===== src/rtl/bsp_pkg.sv =====
// shared types and constants of the blink sequence pwm timer
`timescale 1ns / 1ps

package bsp_pkg;

  localparam int TICKS_PER_STEP = 100;
  localparam int MS_W = $clog2(TICKS_PER_STEP + 1);

  localparam int FIELD_W = 7;
  localparam int CMP_W = 16;

  localparam logic [CMP_W-1:0] DARK_VALUE = 16'hFFFF;
  localparam logic [CMP_W-1:0] FULL_ON_VALUE = 16'h0000;
  localparam logic [FIELD_W-1:0] PCT_MAX = 7'd100;
  localparam logic [FIELD_W-1:0] TIME_MAX = 7'd99;

  // floor(x / 100) as (x * SCALE_RECIP) >> SCALE_SHIFT for x below 65535 * 100
  localparam int SCALE_SHIFT = 30;
  localparam logic [23:0] SCALE_RECIP = 24'd10737419;

  typedef enum logic [2:0] {
    OP_TICK     = 3'd0,
    OP_START    = 3'd1,
    OP_STOP     = 3'd2,
    OP_FULL_ON  = 3'd3,
    OP_FULL_OFF = 3'd4
  } op_e;

  typedef struct packed {
    logic [2:0]         op;
    logic [FIELD_W-1:0] intensity;
    logic [FIELD_W-1:0] on_time;
    logic [FIELD_W-1:0] off_time;
    logic [FIELD_W-1:0] flash_count;
  } word_t;

  typedef struct packed {
    logic [CMP_W-1:0] compare_value;
    logic             running;
    logic             lit_phase;
    logic             error;
  } res_t;

endpackage


===== src/rtl/bsp_scale.sv =====
// percent to pwm compare value, floor(65535 * (100 - p) / 100)
`timescale 1ns / 1ps

module bsp_scale (
  input  logic [bsp_pkg::FIELD_W-1:0] pct_i,
  output logic [bsp_pkg::CMP_W-1:0]   compare_o
);

  localparam int X_W = bsp_pkg::FIELD_W + bsp_pkg::CMP_W;
  localparam int P_W = X_W + 24;

  logic [bsp_pkg::FIELD_W-1:0] dark_pct;
  logic [X_W-1:0]              scaled;
  logic [P_W-1:0]              prod;

  // percent above 100 clamps to fully lit
  assign dark_pct = (pct_i > bsp_pkg::PCT_MAX) ? '0 : (bsp_pkg::PCT_MAX - pct_i);
  // 65535 * q as (q << 16) - q
  assign scaled = {dark_pct, {bsp_pkg::CMP_W{1'b0}}} - X_W'(dark_pct);
  assign prod = P_W'(scaled) * P_W'(bsp_pkg::SCALE_RECIP);
  assign compare_o = prod[bsp_pkg::SCALE_SHIFT +: bsp_pkg::CMP_W];

endmodule


===== src/rtl/bsp_step.sv =====
// sequence state and its update for one accepted word
`timescale 1ns / 1ps

module bsp_step (
  input  logic            clk_i,
  input  logic            rst_ni,
  input  logic            fire_i,
  input  bsp_pkg::word_t  word_i,
  output bsp_pkg::res_t   res_o
);

  localparam logic [bsp_pkg::MS_W:0] TICKS_C = (bsp_pkg::MS_W + 1)'(bsp_pkg::TICKS_PER_STEP);

  logic [bsp_pkg::MS_W-1:0]    ms_count_q, ms_count_d;
  logic [bsp_pkg::FIELD_W-1:0] step_count_q, step_count_d;
  logic                        in_on_q, in_on_d;
  logic                        active_q, active_d;
  logic [bsp_pkg::FIELD_W-1:0] flashes_q, flashes_d;
  logic [bsp_pkg::FIELD_W-1:0] held_int_q, held_int_d;
  logic [bsp_pkg::FIELD_W-1:0] held_on_q, held_on_d;
  logic [bsp_pkg::FIELD_W-1:0] held_off_q, held_off_d;
  logic [bsp_pkg::CMP_W-1:0]   compare_q, compare_d;

  logic [bsp_pkg::MS_W:0]      ms_inc;
  logic [bsp_pkg::FIELD_W-1:0] scale_pct;
  logic [bsp_pkg::CMP_W-1:0]   scale_val;
  logic                        bad_start;
  logic                        err;

  // one shared scaler: the start operand or the held intensity on relight
  assign scale_pct = (word_i.op == bsp_pkg::OP_START) ? word_i.intensity : held_int_q;

  bsp_scale u_scale (
    .pct_i     (scale_pct),
    .compare_o (scale_val)
  );

  assign bad_start = (word_i.intensity < 7'd1) || (word_i.intensity > bsp_pkg::PCT_MAX) ||
                     (word_i.on_time < 7'd1) || (word_i.on_time > bsp_pkg::TIME_MAX) ||
                     (word_i.off_time > bsp_pkg::TIME_MAX) ||
                     (word_i.flash_count < 7'd1) || (word_i.flash_count > bsp_pkg::TIME_MAX);

  assign ms_inc = {1'b0, ms_count_q} + 1'b1;

  always_comb begin
    ms_count_d   = ms_count_q;
    step_count_d = step_count_q;
    in_on_d      = in_on_q;
    active_d     = active_q;
    flashes_d    = flashes_q;
    held_int_d   = held_int_q;
    held_on_d    = held_on_q;
    held_off_d   = held_off_q;
    compare_d    = compare_q;
    err          = 1'b0;
    case (word_i.op)
      bsp_pkg::OP_TICK: begin
        if (active_q) begin
          if (ms_inc < TICKS_C) begin
            ms_count_d = ms_inc[bsp_pkg::MS_W-1:0];
          end else begin
            ms_count_d   = '0;
            step_count_d = step_count_q + 1'b1;
            if (in_on_q && (step_count_d >= held_on_q)) begin
              in_on_d      = 1'b0;
              step_count_d = '0;
              compare_d    = bsp_pkg::DARK_VALUE;
            end
            // zero off time falls straight through to the relight
            if (!in_on_d && (step_count_d >= held_off_q)) begin
              flashes_d = flashes_q - 1'b1;
              if (flashes_d == '0) begin
                active_d  = 1'b0;
                compare_d = bsp_pkg::DARK_VALUE;
              end else begin
                in_on_d      = 1'b1;
                step_count_d = '0;
                compare_d    = scale_val;
              end
            end
          end
        end
      end
      bsp_pkg::OP_START: begin
        if (bad_start) begin
          err = 1'b1;
        end else begin
          held_int_d   = word_i.intensity;
          held_on_d    = word_i.on_time;
          held_off_d   = word_i.off_time;
          flashes_d    = word_i.flash_count;
          active_d     = 1'b1;
          step_count_d = '0;
          in_on_d      = 1'b1;
          compare_d    = scale_val;
        end
      end
      bsp_pkg::OP_STOP: begin
        active_d  = 1'b0;
        compare_d = bsp_pkg::DARK_VALUE;
      end
      bsp_pkg::OP_FULL_ON: begin
        compare_d = bsp_pkg::FULL_ON_VALUE;
      end
      bsp_pkg::OP_FULL_OFF: begin
        compare_d = bsp_pkg::DARK_VALUE;
      end
      default: begin
      end
    endcase
  end

  assign res_o.compare_value = compare_d;
  assign res_o.running       = active_d;
  assign res_o.lit_phase     = active_d && in_on_d;
  assign res_o.error         = err;

  always_ff @(posedge clk_i or negedge rst_ni) begin
    if (!rst_ni) begin
      ms_count_q   <= '0;
      step_count_q <= '0;
      in_on_q      <= 1'b0;
      active_q     <= 1'b0;
      flashes_q    <= '0;
      held_int_q   <= '0;
      held_on_q    <= '0;
      held_off_q   <= '0;
      compare_q    <= bsp_pkg::DARK_VALUE;
    end else if (fire_i) begin
      ms_count_q   <= ms_count_d;
      step_count_q <= step_count_d;
      in_on_q      <= in_on_d;
      active_q     <= active_d;
      flashes_q    <= flashes_d;
      held_int_q   <= held_int_d;
      held_on_q    <= held_on_d;
      held_off_q   <= held_off_d;
      compare_q    <= compare_d;
    end
  end

endmodule


===== src/rtl/blink_sequence_pwm_timer_core.sv =====
// Flash sequence pwm timer. Takes one word per cycle (tick, start, stop, full on,
// full off) unless in_stall_o is raised, and returns one result word for each, in
// order. A word is first held in the input register, then the sequence state is
// updated and the result is captured in the output register, which holds it while
// out_stall_i is high. The input register and the output register together hold
// two words, which keeps one word per cycle moving while the far side takes
// results without stalling.
`timescale 1ns / 1ps

module blink_sequence_pwm_timer_core (
  input  logic                        clk_i,
  input  logic                        rst_ni,
  input  logic                        in_valid_i,
  output logic                        in_stall_o,
  input  logic [2:0]                  op_i,
  input  logic [bsp_pkg::FIELD_W-1:0] intensity_i,
  input  logic [bsp_pkg::FIELD_W-1:0] on_time_i,
  input  logic [bsp_pkg::FIELD_W-1:0] off_time_i,
  input  logic [bsp_pkg::FIELD_W-1:0] flash_count_i,
  output logic                        out_valid_o,
  input  logic                        out_stall_i,
  output logic [bsp_pkg::CMP_W-1:0]   compare_value_o,
  output logic                        running_o,
  output logic                        lit_phase_o,
  output logic                        error_o
);

  logic           in_vld_q;
  bsp_pkg::word_t in_word_q;
  logic           out_vld_q;
  bsp_pkg::res_t  out_res_q;
  bsp_pkg::res_t  step_res;
  logic           out_free;
  logic           fire;

  assign out_free   = !out_vld_q || !out_stall_i;
  assign fire       = in_vld_q && out_free;
  assign in_stall_o = in_vld_q && !out_free;

  always_ff @(posedge clk_i or negedge rst_ni) begin
    if (!rst_ni) begin
      in_vld_q <= 1'b0;
    end else if (!in_stall_o) begin
      in_vld_q <= in_valid_i;
    end
  end

  always_ff @(posedge clk_i) begin
    if (in_valid_i && !in_stall_o) begin
      in_word_q.op          <= op_i;
      in_word_q.intensity   <= intensity_i;
      in_word_q.on_time     <= on_time_i;
      in_word_q.off_time    <= off_time_i;
      in_word_q.flash_count <= flash_count_i;
    end
  end

  bsp_step u_step (
    .clk_i  (clk_i),
    .rst_ni (rst_ni),
    .fire_i (fire),
    .word_i (in_word_q),
    .res_o  (step_res)
  );

  always_ff @(posedge clk_i or negedge rst_ni) begin
    if (!rst_ni) begin
      out_vld_q <= 1'b0;
    end else if (out_free) begin
      out_vld_q <= in_vld_q;
    end
  end

  always_ff @(posedge clk_i) begin
    if (fire) begin
      out_res_q <= step_res;
    end
  end

  assign out_valid_o     = out_vld_q;
  assign compare_value_o = out_res_q.compare_value;
  assign running_o       = out_res_q.running;
  assign lit_phase_o     = out_res_q.lit_phase;
  assign error_o         = out_res_q.error;

endmodule


===== config.mk =====
export PLATFORM = sky130hd
export DESIGN_NAME = blink_sequence_pwm_timer_core
export DESIGN_NICKNAME = d
export VERILOG_FILES = /design/src/rtl/bsp_pkg.sv /design/src/rtl/bsp_scale.sv /design/src/rtl/bsp_step.sv /design/src/rtl/blink_sequence_pwm_timer_core.sv
export SDC_FILE = /design/constraint.sdc
export NUM_CORES = 1
export LEC_CHECK = 0
export ABC_AREA = 1
export CORE_ASPECT_RATIO = 0.5
export CORE_MARGIN = 5
export CORE_UTILIZATION = 61
export DETAILED_ROUTE_END_ITERATION = 10
export DONT_BUFFER_PORTS = 1
export PLACE_DENSITY_LB_ADDON = 0.12
export SLEW_MARGIN = 20
export SYNTH_ARGS = -nofsm -noshare
export SYNTH_HDL_FRONTEND = slang
export SYNTH_SLANG_ARGS = --single-unit

===== constraint.sdc =====
create_clock -name clk_i -period 8.2 [get_ports clk_i]
set_clock_uncertainty 0.2 [all_clocks]
set_input_delay 0.41 -clock clk_i [delete_from_list [all_inputs] [get_ports clk_i]]
set_output_delay 0.41 -clock clk_i [all_outputs]
set_load 0.03 [all_outputs]

Word level (Yosys, flattened, before mapping):

Index checks and enable logic that the tools add are counted.

* RAM bits: 0
* input bits: 35
* latch bits: 0
* register bits after elaboration: 112
* memories: 0
* output and inout bits: 21
* word-level logic and storage cells: 114
* bits in read-only memories: 0

* divide/modulo/power cells: 0
* magnitude comparators: 11
* add/subtract/negate cells: 5
* bitwise gates (word level): 1
* $mul: 1
* shift-type cells: 0
* reduce and logical (&&, ||, !) cells: 26
* equal/unequal tests: 8
* multiplexer cells: 42

Operators with widths (count)
* 7-bit two-way mux: 16
* 16-bit two-way mux: 6
* 16-bit one-hot mux with 4 select lines: 1
* 23-bit by 24-bit multiplier with 46-bit output, second input constant: 1
* 7-bit greater-than comparator, second input constant: 5
* 7-bit one-hot mux with 2 select lines: 2
* 23-bit by 7-bit subtractor with 23-bit output: 1
* 7-bit by 1-bit less-than comparator with 1-bit output, second input constant: 3
* 1-bit two-way mux: 15
* 7-bit >= comparator: 2
* 7-bit by 1-bit adder with 8-bit output, second input constant: 1
* 8-bit by 7-bit less-than comparator with 1-bit output, second input constant: 1
* 7-bit by 1-bit adder with 7-bit output, second input constant: 1
* 7-bit zero test: 1
* 1-bit logical OR: 7
* 7-bit by 1-bit subtractor with 7-bit output, second input constant: 1
* 7-bit subtractor, first input constant: 1
* 3-bit by 2-bit == test with 1-bit output, second input constant: 2
* 1-bit logical AND: 6
* 3-bit AND reduction: 2
* 6-bit AND reduction: 1
* 1-bit zero test: 5
* 5-bit AND reduction: 1
* 2-bit by 1-bit != test with 1-bit output, second input constant: 2
* 9 further kinds: 10

Longest topological paths before layout:

* word-level depth: 14
* depth in mapped cells: 53
* gate-level depth less buffers: 52

Cells and area by module:

A second synthesis with hierarchy kept.

* cell total of the unflattened synthesis: 2096
* area total of the unflattened synthesis: 17082.6 um^2

By module, submodules not included
* bsp_scale: sequential area each 0.0 um^2, area an instance 10817.9 um^2, cells each 1338, instances 1
* bsp_step: sequential area each 1521.5 um^2, area an instance 4668.2 um^2, cells each 696, instances 1
* blink_sequence_pwm_timer_core: sequential area each 1551.5 um^2, area an instance 1596.5 um^2, cells each 62, instances 1

Least setup slack after synthesis:

No wires, ideal clock.

* path kind: register to register
* start point: register in_word_q[29] (netlist bit)
* end point: register out_res_q (netlist bit compare_value_o[10]) (data pin)
* clock period less this slack: 9.056 ns
* setup time: 0.261 ns
* stages on the path, launching flop included: 46
* required time: 7.739 ns
* buffers on the path: 1
* data arrival time: 8.595 ns
* path slack: -0.856 ns
* path through: edfxtp_1 > inv_2 > nand3_2 > buf_6 > nand2_2 > nand2_2 > nand2_2 > clkinv_1 > nand2_4 > inv_4 > nor2_4 > inv_1 > ha_1 > inv_1 > nor2_1 > ha_1 > inv_1 > nand3_1 > (+10 left out) > fa_1 > fa_1 > fa_1 > inv_1 > ha_1 > ha_1 > a21oi_1 > o21ai_0 > nand2_1 > o211ai_1 > nor2_1 > nand3_1 > a21o_1 > or2_2 > nand3_1 > nand3_1 > inv_1 > a21boi_0

RTL lines
* start, declared: RTL line blink_sequence_pwm_timer_core.sv:29 `bsp_pkg::word_t in_word_q;`
* end signal, assigned: RTL line blink_sequence_pwm_timer_core.sv:76 `out_res_q <= step_res;`
* end, declared: RTL line blink_sequence_pwm_timer_core.sv:31 `bsp_pkg::res_t out_res_q;`

==> impl_metrics.yaml <==
logic_synthesis:
  syn_area_um2: 16150
  syn_inst: 1857
  synth_warnings: 0
  syn_nets: 2342
  seq_area_frac_synth: 0.1903
  ys_types: 56
  ys_ff_latch: 112
  synth_ff_type: "edfxtp_1"
  async_flop_share: 0.5536
  synth_edf_count: 50
  avgSynthCellArea_um2: 8.696
place:
  dpl_worst_slack_ns: -0.4831
  dp_hpwl_um: 38680
  io_buffer_count: 0
  postPlaceCellArea_um2: 18290
  gp_congestion: 0.9956
final_layout:
  area_growth_pct: 28.18
  antenna_cells: 0
  drive_gt1_frac: 0.2907
  design_area_um2: 20700
  layout.nets: 2624
  final_cell_mix: "inv_1 (409), buf_4 (229), nand2_1 (227)"
  final_common_cell: "inv_1"
critical_path:
  startpoint_type: "flop"
  setup.worst_path.end_class: "flop"
  path_class: "flop to flop"
  worstPathArrival_ns: 8.25
  cp_common_cell: "inv_2"
  crit_slowest_cell: "fa_2"
  max_stage_delay_ns: 0.62
  worstPathMaxFanout: 6
  required_ns: 8.10
grt:
  track_usage: 0.3162
  grt_pass1_vias: 14440
  grt_max_degree: 63
  antenna_found_initial: 1
  grt_first_pass_wirelength_um: 74960
  overflow: 0
clocking:
  clkTransAtPathRegs_ns: 0.07
  cts_root_buf: "clkbuf_16"
  cts_tree: "done"
  insertion_delay_ns: 0.35
  cts.htree.levels: 3
  cts_buffers: 9
  cts.sinks: 112
  clock_path_buffers: 2
timing:
  slew_headroom: 0.2554
  maxSlewViolCount: 0
  setup_viol: 26
  min_period_over_period: 1.018
  period_minus_slack_ns: 8.347
  hold_violations: 0
  max_freq_ghz: 0.1198
  grt_setup_unrepaired: "yes"
  tightestPinTransition_ns: 1.114
  fin_ws_ns: -0.1468
hold_path:
  hp-class: "input pin to flop"
route:
  dr.pass1.iters: 6
  wl_um: 48000
  drt_iter0_markers: 952
  vias_per_cell: 5.509
  drc_errors: 0
  final_antenna_net_count: 0
  wire_per_inst_um: 19.24
  via_count: 13740
run:
  cap_violations: 0
floorplanning:
  num_io_pins: 56
  row_count: 42
  die_y_um: 125.1
  die_w_um: 240.1
  die_area_um2: 30020
  initial_core_util: 0.6146
  core_um2: 26280
status:
  violations: "setup timing"
  status: "finished, violations left"
-- Yosys cell counts, types with 3 or more instances --
cell type,number,area share
o21a_1,6,0.0028
mux2_2,4,0.0028
nor2_1,99,0.023
o21bai_1,6,0.0028
a21oi_1,74,0.023
dfrtp_1,46,0.071
or2_2,6,0.0023
edfxtp_1,50,0.093
nand2_1,273,0.063
o21ai_0,83,0.026
a32o_1,6,0.0037
o211ai_1,17,0.0079
buf_2,4,0.0012
nand3_1,62,0.019
inv_1,460,0.11
nand3b_1,6,0.0028
fa_1,194,0.24
nor3_1,12,0.0037
a21o_1,8,0.0037
nor4_1,5,0.0019
clkbuf_1,13,0.0030
ha_1,256,0.20
nor2_2,4,0.0015
nor2_4,7,0.0049
inv_2,15,0.0035
o21ai_1,3,0.00093
nand4_1,27,0.010
xor2_1,18,0.0098
dfstp_2,16,0.026
xnor2_1,7,0.0038
nand2_4,4,0.0028
nand2_2,17,0.0066
a21boi_0,16,0.0074
o221ai_1,7,0.0038
-- worst max-delay path: cells and delay by family, from the launching register on --
family / cells / cell delay, ns
AOI/OAI and AO/OA: 4 / 0.65
DFF: 1 / 0.43
buffers and inverters: 9 / 0.70
adders and majority gates: 9 / 3.78
and+or+nand+nor: 17 / 2.10
xor gates and xnor gates: 1 / 0.23
-- per-stage QoR --
| stage | utilization | hold WS [ns] | std cells | TNS, ns |
|---|---|---|---|---|
| 2_1_floorplan | - | -0.08559 | 1857 | 0 |
| 3_3_place_gp | 0.6961 | -0.08393 | 2398 | -4.290 |
| 3_5_place_dp | 0.6961 | -0.08440 | 2398 | -8.340 |
| 4_1_cts | 0.7540 | 0.01031 | 2478 | -0.4988 |
| 5_1_grt | 0.7878 | 0.03481 | 2495 | -11.09 |
| 6_report | 0.7878 | 0.01182 | 2495 | -1.842 |
-- layout make-up --
class / count / area (um2)
Sequential cell: 112 / 3073
Clock inverter: 5 / 80.08
Clock buffer: 10 / 229.0
Inverter: 478 / 1824
Multi-Input combinational cell: 1249 / 12670
Fill cell: 1750 / 5577
Timing Repair Buffer: 289 / 2384
Tap cell: 352 / 440.4
-- sequential cells by signal, summed over array words and instances, names as in the netlist --
register             count
running_o                1
lit_phase_o              1
compare_value_o         16
out_valid_o              1
u_step.active_q          1
in_vld_q                 1
error_o                  1
u_step.held_off_q        7
in_word_q               31
u_step.flashes_q         7
u_step.ms_count_q        7
u_step.held_on_q         7
u_step.in_on_q           1
u_step.step_count_q      7
u_step.compare_q        16
u_step.held_int_q        7
-- path summary, 6_finish.rpt --
path,end,depth (start not counted),start,slack [ns]
setup / recovery,compare_value_o[10],40,in_word_q[30],-0.15
hold / removal,in_vld_q,2,in_valid_i,0.01
max in group asynchronous,u_step.compare_q[3],2,rst_ni,7.10
hold reg to reg,u_step.compare_q[12],2,u_step.compare_q[12],0.27
min in group asynchronous,out_valid_o,2,rst_ni,0.39
setup reg to reg,compare_value_o[10],40,in_word_q[30],-0.15
-- timing repair --
action / in CTS / in global routing
setup buffers: 35 / 19
hold endpoints to repair: 93 / 0
setup endpoints to repair: 32 / 32
resized for setup: 147 / 215
hold buffers: 33 / 0
pin swaps: 121 / 113
-- metal layers --
layer,track usage,routed length (um)
met5,0,8
met3,0.08295,4130
met2,0.5037,22020
met1,0.4348,20440
met4,0.08367,1395
-- cell families (layout without fill, tap and decap cells) --
group,Yosys count,count (layout),synth area share
fa+ha+maj,450,450,0.4389
simple gates,528,528,0.1462
mux,4,4,0.002789
compound gates,239,239,0.08833
buf+inv,496,782,0.1162
xor+xnor,28,28,0.01728
flops,112,112,0.1903
Power is left out: the tool's default activity adds up to more than one toggle a clock period on the data nets, which glitch-free logic cannot reach.
